===== config.mk =====
export PLATFORM = sky130hd
export DESIGN_NAME = rcx_div_cell
export DESIGN_NICKNAME = d
export VERILOG_FILES = /design/src/rgb_to_cie_xy_converter_assert.svh /design/src/rcx_pkg.sv /design/src/rcx_div_cell.sv
export SDC_FILE = /design/constraint.sdc
export NUM_CORES = 1
export LEC_CHECK = 0
export ABC_CLOCK_PERIOD_IN_PS = 6850
export BUFFER_PORTS_ARGS = -buffer_cell sky130_fd_sc_hd__buf_2
export CORE_MARGIN = 3
export CORE_UTILIZATION = 45
export CTS_BUF_LIST = sky130_fd_sc_hd__clkbuf_2 sky130_fd_sc_hd__clkbuf_4 sky130_fd_sc_hd__clkbuf_8
export DETAILED_ROUTE_END_ITERATION = 12
export HOLD_SLACK_MARGIN = 0.1
export PLACE_DENSITY = 0.7
export SYNTH_ARGS = -nofsm -noshare
export SYNTH_HDL_FRONTEND = slang
export SYNTH_SLANG_ARGS = --single-unit

===== constraint.sdc =====
create_clock -name i_clk -period 6.85 [get_ports i_clk]
set_input_delay 1.37 -clock i_clk [delete_from_list [all_inputs] [get_ports i_clk]]
set_output_delay 1.37 -clock i_clk [all_outputs]
set_load 0.03 [all_outputs]

===== src/rgb_to_cie_xy_converter_assert.svh =====
// Assertion macros for the RGB to CIE xy converter.
// Included by the modules that check their own logic; no other dependencies.
`ifndef RGB_TO_CIE_XY_CONVERTER_ASSERT_SVH
`define RGB_TO_CIE_XY_CONVERTER_ASSERT_SVH
`ifndef SYNTHESIS
`define RCX_ASSERT(lbl, clk, rstn, prop, msg) \
    lbl: assert property (@(posedge clk) disable iff (!rstn) prop) else $error(msg);
`define RCX_ASSERT_RST(lbl, clk, prop, msg) \
    lbl: assert property (@(posedge clk) prop) else $error(msg);
`else
`define RCX_ASSERT(lbl, clk, rstn, prop, msg)
`define RCX_ASSERT_RST(lbl, clk, prop, msg)
`endif
`endif


===== src/rcx_pkg.sv =====
// Shared widths, matrix coefficients and linearization tables of the converter.
// No dependencies.
package rcx_pkg;

    localparam int PIX_W  = 8;
    localparam int LIN_W  = 17;
    localparam int COEF_W = 17;
    localparam int PROD_W = LIN_W + COEF_W;
    localparam int SUM_W  = PROD_W + 1;
    localparam int CHR_W  = 16;
    localparam int LUM_W  = 8;

    typedef logic [LIN_W-1:0]  t_lin;
    typedef logic [COEF_W-1:0] t_coef;
    typedef t_lin t_lut [256];
    typedef t_coef t_row [3];
    typedef t_row t_mat [3];

    localparam t_mat MAT_COEF = '{
        '{17'd42594, 17'd6780,  17'd12918},
        '{17'd15357, 17'd48698, 17'd1481},
        '{17'd0,     17'd3478,  17'd67880}
    };

    function automatic t_lut f_linear_lut();
        t_lut t;
        for (int c = 0; c < 256; c++) begin
            t[c] = LIN_W'((131072 * c + 255) / 510);
        end
        return t;
    endfunction

    function automatic t_lut f_gamma_lut();
        t_lut t;
        real  b;
        for (int c = 0; c < 256; c++) begin
            if (c <= 10) begin
                t[c] = LIN_W'((1310720 * c + 32946) / 65892);
            end else begin
                b    = (1000.0 * c + 14025.0) / 269025.0;
                t[c] = LIN_W'($rtoi(65536.0 * (b ** 2.4) + 0.5));
            end
        end
        return t;
    endfunction

    localparam t_lut LINEAR_LUT = f_linear_lut();
    localparam t_lut GAMMA_LUT  = f_gamma_lut();

endpackage


===== src/rcx_div_cell.sv =====
// One divider cell: settles one quotient bit of X/S and Y/S and hands on the rest.
// Uses rcx_pkg for widths.
module rcx_div_cell #(
    parameter int QW    = 17,
    parameter bit FIRST = 1'b0
) (
    input  logic                      i_clk,
    input  logic                      i_rst_n,
    input  logic                      i_valid,
    output logic                      o_ld,
    input  logic                      i_ld_next,
    output logic                      o_valid,
    input  logic [rcx_pkg::SUM_W-1:0] i_s,
    input  logic [rcx_pkg::SUM_W-1:0] i_rem_x,
    input  logic [rcx_pkg::SUM_W-1:0] i_rem_y,
    input  logic [QW-1:0]             i_q_x,
    input  logic [QW-1:0]             i_q_y,
    input  logic [rcx_pkg::LUM_W-1:0] i_luma,
    output logic [rcx_pkg::SUM_W-1:0] o_s,
    output logic [rcx_pkg::SUM_W-1:0] o_rem_x,
    output logic [rcx_pkg::SUM_W-1:0] o_rem_y,
    output logic [QW-1:0]             o_q_x,
    output logic [QW-1:0]             o_q_y,
    output logic [rcx_pkg::LUM_W-1:0] o_luma
);
    logic                      r_v;
    logic [rcx_pkg::SUM_W-1:0] r_s, r_rem_x, r_rem_y;
    logic [QW-1:0]             r_q_x, r_q_y;
    logic [rcx_pkg::LUM_W-1:0] r_luma;
    logic [rcx_pkg::SUM_W:0]   sh_x, sh_y, s_ext;
    logic                      bit_x, bit_y;

    assign o_ld  = !r_v || i_ld_next;
    assign s_ext = {1'b0, i_s};
    assign sh_x  = FIRST ? {1'b0, i_rem_x} : {i_rem_x, 1'b0};
    assign sh_y  = FIRST ? {1'b0, i_rem_y} : {i_rem_y, 1'b0};
    assign bit_x = sh_x >= s_ext;
    assign bit_y = sh_y >= s_ext;

    always_ff @(posedge i_clk) begin
        if (!i_rst_n) begin
            r_v <= 1'b0;
        end else if (o_ld) begin
            r_v <= i_valid;
        end
    end

    always_ff @(posedge i_clk) begin
        if (o_ld) begin
            r_s     <= i_s;
            r_rem_x <= rcx_pkg::SUM_W'(bit_x ? sh_x - s_ext : sh_x);
            r_rem_y <= rcx_pkg::SUM_W'(bit_y ? sh_y - s_ext : sh_y);
            r_q_x   <= {i_q_x[QW-2:0], bit_x};
            r_q_y   <= {i_q_y[QW-2:0], bit_y};
            r_luma  <= i_luma;
        end
    end

    assign o_valid = r_v;
    assign o_s     = r_s;
    assign o_rem_x = r_rem_x;
    assign o_rem_y = r_rem_y;
    assign o_q_x   = r_q_x;
    assign o_q_y   = r_q_y;
    assign o_luma  = r_luma;
endmodule


==> flow_summary.yaml <==
placement:
  dpl.cell_count: 1432
  gp_congestion: 0.875
  dp_slack_ps: 1410
  hpwl_um: 22400
  port-buffer-count: 297
cts:
  insertion_delay_ps: 460
  postCtsSetupBuffers: 0
  path_clk_slew_ps: 100
  clockRootBuffer: "clkbuf_8"
  cts_hold_buf: 0
  htree_levels: 4
  numCtsBuffers: 17
  cts_sinks: 148
  clk_path_buf_depth: 2
  post_cts_resized: 0
  cts_tree: "yes"
timing:
  maxSlewHeadroom: 0.383
  finalMaxSlewViolations: 0
  hold_viol_final: 0
  finalCriticalPeriod_ps: 4990
  report.final.setup_viol: 0
  timing.final.crit_share: 0.728
  rsz0062_at_grt: "false"
  setup_ws_ps: 1860
  hold_ws_ps: 971
  tns_ps: 0
  worst_pin_slew_ps: 913
  fin_skew_ps: 13.5
  clock.fmax_ghz: 0.201
grt:
  grtUsageTotal: 0.237
  met2_usage: 0.416
  grt.busiest_layer: "met2"
  grt_max_degree: 64
  met1_usage: 0.308
  grt_pass1_vias: 7723
  antenna_found_initial: 0
  grt_pass1_wl_um: 41800
  grt-ovfl-total: 0
  use_met3: 0.0323
yosys:
  syn_avg_cell_area_um2: 10.6
  synth_edf_count: 147
  ys_types: 57
  ys_seq_area_frac: 0.466
  synth_nets: 1125
  synth_flop_cell: "edfxtp_1"
  netlist_area_um2: 9520
  ys_warn_count: 0
  async_reset_ff_frac: 0
  ys_seq_elements: 148
  syn_inst: 902
floorplan:
  io_pins: 300
  rows: 52
  dieHeight_um: 151
  core_area_um2: 20500
  dieArea_um2: 22900
  start_util: 0.464
  fp.dieW_um: 151
final_layout:
  final_common_cell: "buf_2"
  nNetsFinal: 1404
  drive_above_1_share: 0.317
  area_growth_syn_to_layout_pct: 21.9
  instances_no_fill: 1464
  n_fill_cell: 1851
  fin_util: 0.566
  insertedDiodeCount: 0
  final_cell_mix: "buf_2 (297), edfxtp_1 (147), a21oi_1 (92)"
worst_setup_path:
  path_max_fanout: 21
  cp-end-kind: "flop"
  critPathTopFamily: "compound AO/OA/AOI/OAI gates"
  required_ps: 7070
  critPathBufInv: 3
  start_kind: "input pin"
  cp_cell_sequence: "buf_2, inv_1, fa_1, a211oi_1, o21ai_2, o2111ai_1, and3_4, o31a_1, o21a_1, o211a_2, buf_4, mux2_2"
  worstSetupPathType: "input pin to flop"
  critPathMaxStageDelay_ps: 620
  crit_arrival_ps: 5200
  cpMaxStageDelayCell: "o211a_2"
drt:
  drt-wirelength-per-cell_um: 19.2
  routed_wl_um: 28100
  drt-pass1-iter-count: 6
  drc: 0
  drt_iter0_markers: 508
  vias_per_cell: 5.53
  vias: 8092
  ant_nets: 0
power_and_ir_drop:
  leakagePower_uw: 0.00522
  ir_worst_vdd_uv: 120
  p_per_area_nw_per_um2: 247
status:
  status: "finished, final reports clean"
worst_hold_path:
  holdCritPathClass: "flop to flop"
run:
  drv_cap: 0
-- per-stage QoR --
| stage | area (um^2) | total power (uW) |
|---|---|---|
| global placement | 11200 | 2160 |
| finish | 11600 | 2870 |
| CTS | 11600 | 2880 |
| global route | 11600 | 3010 |
| floorplan | 9520 | 1890 |
| detailed placement | 11200 | 2170 |
-- cell type report --
cell class              instances  area [um^2]  area share
multi-input cells             656         4690       0.404
clock buffers                  18          241      0.0208
inverters                      57          214      0.0184
well taps                     270          338      0.0291
repair buffers                301         1520       0.131
clock inverters                14          166      0.0143
flip-flops and latches        148         4430       0.382
-- final timing paths --
path	start	end	slack [ps]	cells after the start
worst max register to register	o_valid	o_rem_y[27]	4240	3
worst max-delay path	i_s[0]	o_rem_y[3]	1860	12
worst min register to register	o_valid	o_luma[4]	970	1
worst min-delay path	o_valid	o_luma[4]	970	1
-- routing by layer --
metal / share of wire / wire (um) / up-vias
met1: 0.41 / 11700 / 3782
met2: 0.50 / 14000 / 344
li1: - / - / 3936
met5: 0 / 0 / -
met3: 0.073 / 2060 / 30
met4: 0.014 / 380 / 0
-- power by group --
group | internal (uW) | total [uW] | leakage [uW] | switching (uW)
registers | 1140 | 1180 | 0.00153 | 33.0
logic | 345 | 977 | 0.00349 | 631
clock network | 310 | 714 | 0.000207 | 404
-- cell families after synthesis --
logic type	count (synthesis)	share of synthesized area
AND/OR/NAND/NOR	228	0.114
AO/OA/AOI/OAI	256	0.170
adder cells (fa/ha/maj)	72	0.0962
XOR/XNOR	59	0.0543
flip-flops	148	0.466
buffers and inverters	98	0.0423
multiplexers	41	0.0573
-- state kept, by name (all words and copies together), names as in the netlist --
signal / count
o_s: 35
o_q_y: 17
o_luma: 8
o_rem_x: 35
o_valid: 1
o_rem_y: 35
o_q_x: 17
-- Yosys cell counts, types with 5 or more instances --
cell type    n  area (um^2)
a211oi_1     9         67.6
a21o_1      27          203
a21oi_1     92          460
a31oi_1     12         75.1
and2_1       5         31.3
clkbuf_1    32          120
edfxtp_1   147         4410
ha_1        70          876
inv_1       56          210
mux2_2      12          135
mux2_4      24          360
mux2i_1      5         50.1
nand2_1     61          229
nand2b_1     7         43.8
nand3_1     22          110
nand4_1     17          106
nor2_1      67          251
nor3_1      16         80.1
nor4_1      10         62.6
o2111ai_1    8         70.1
o211ai_1     6         45.0
o21a_1      15          113
o21ai_0     46          230
o21bai_1    11         82.6
o31ai_1      6         45.0
or3_1        5         31.3
xnor2_1     35          307
xor2_1      24          210
(Power assumes the default switching activity.)
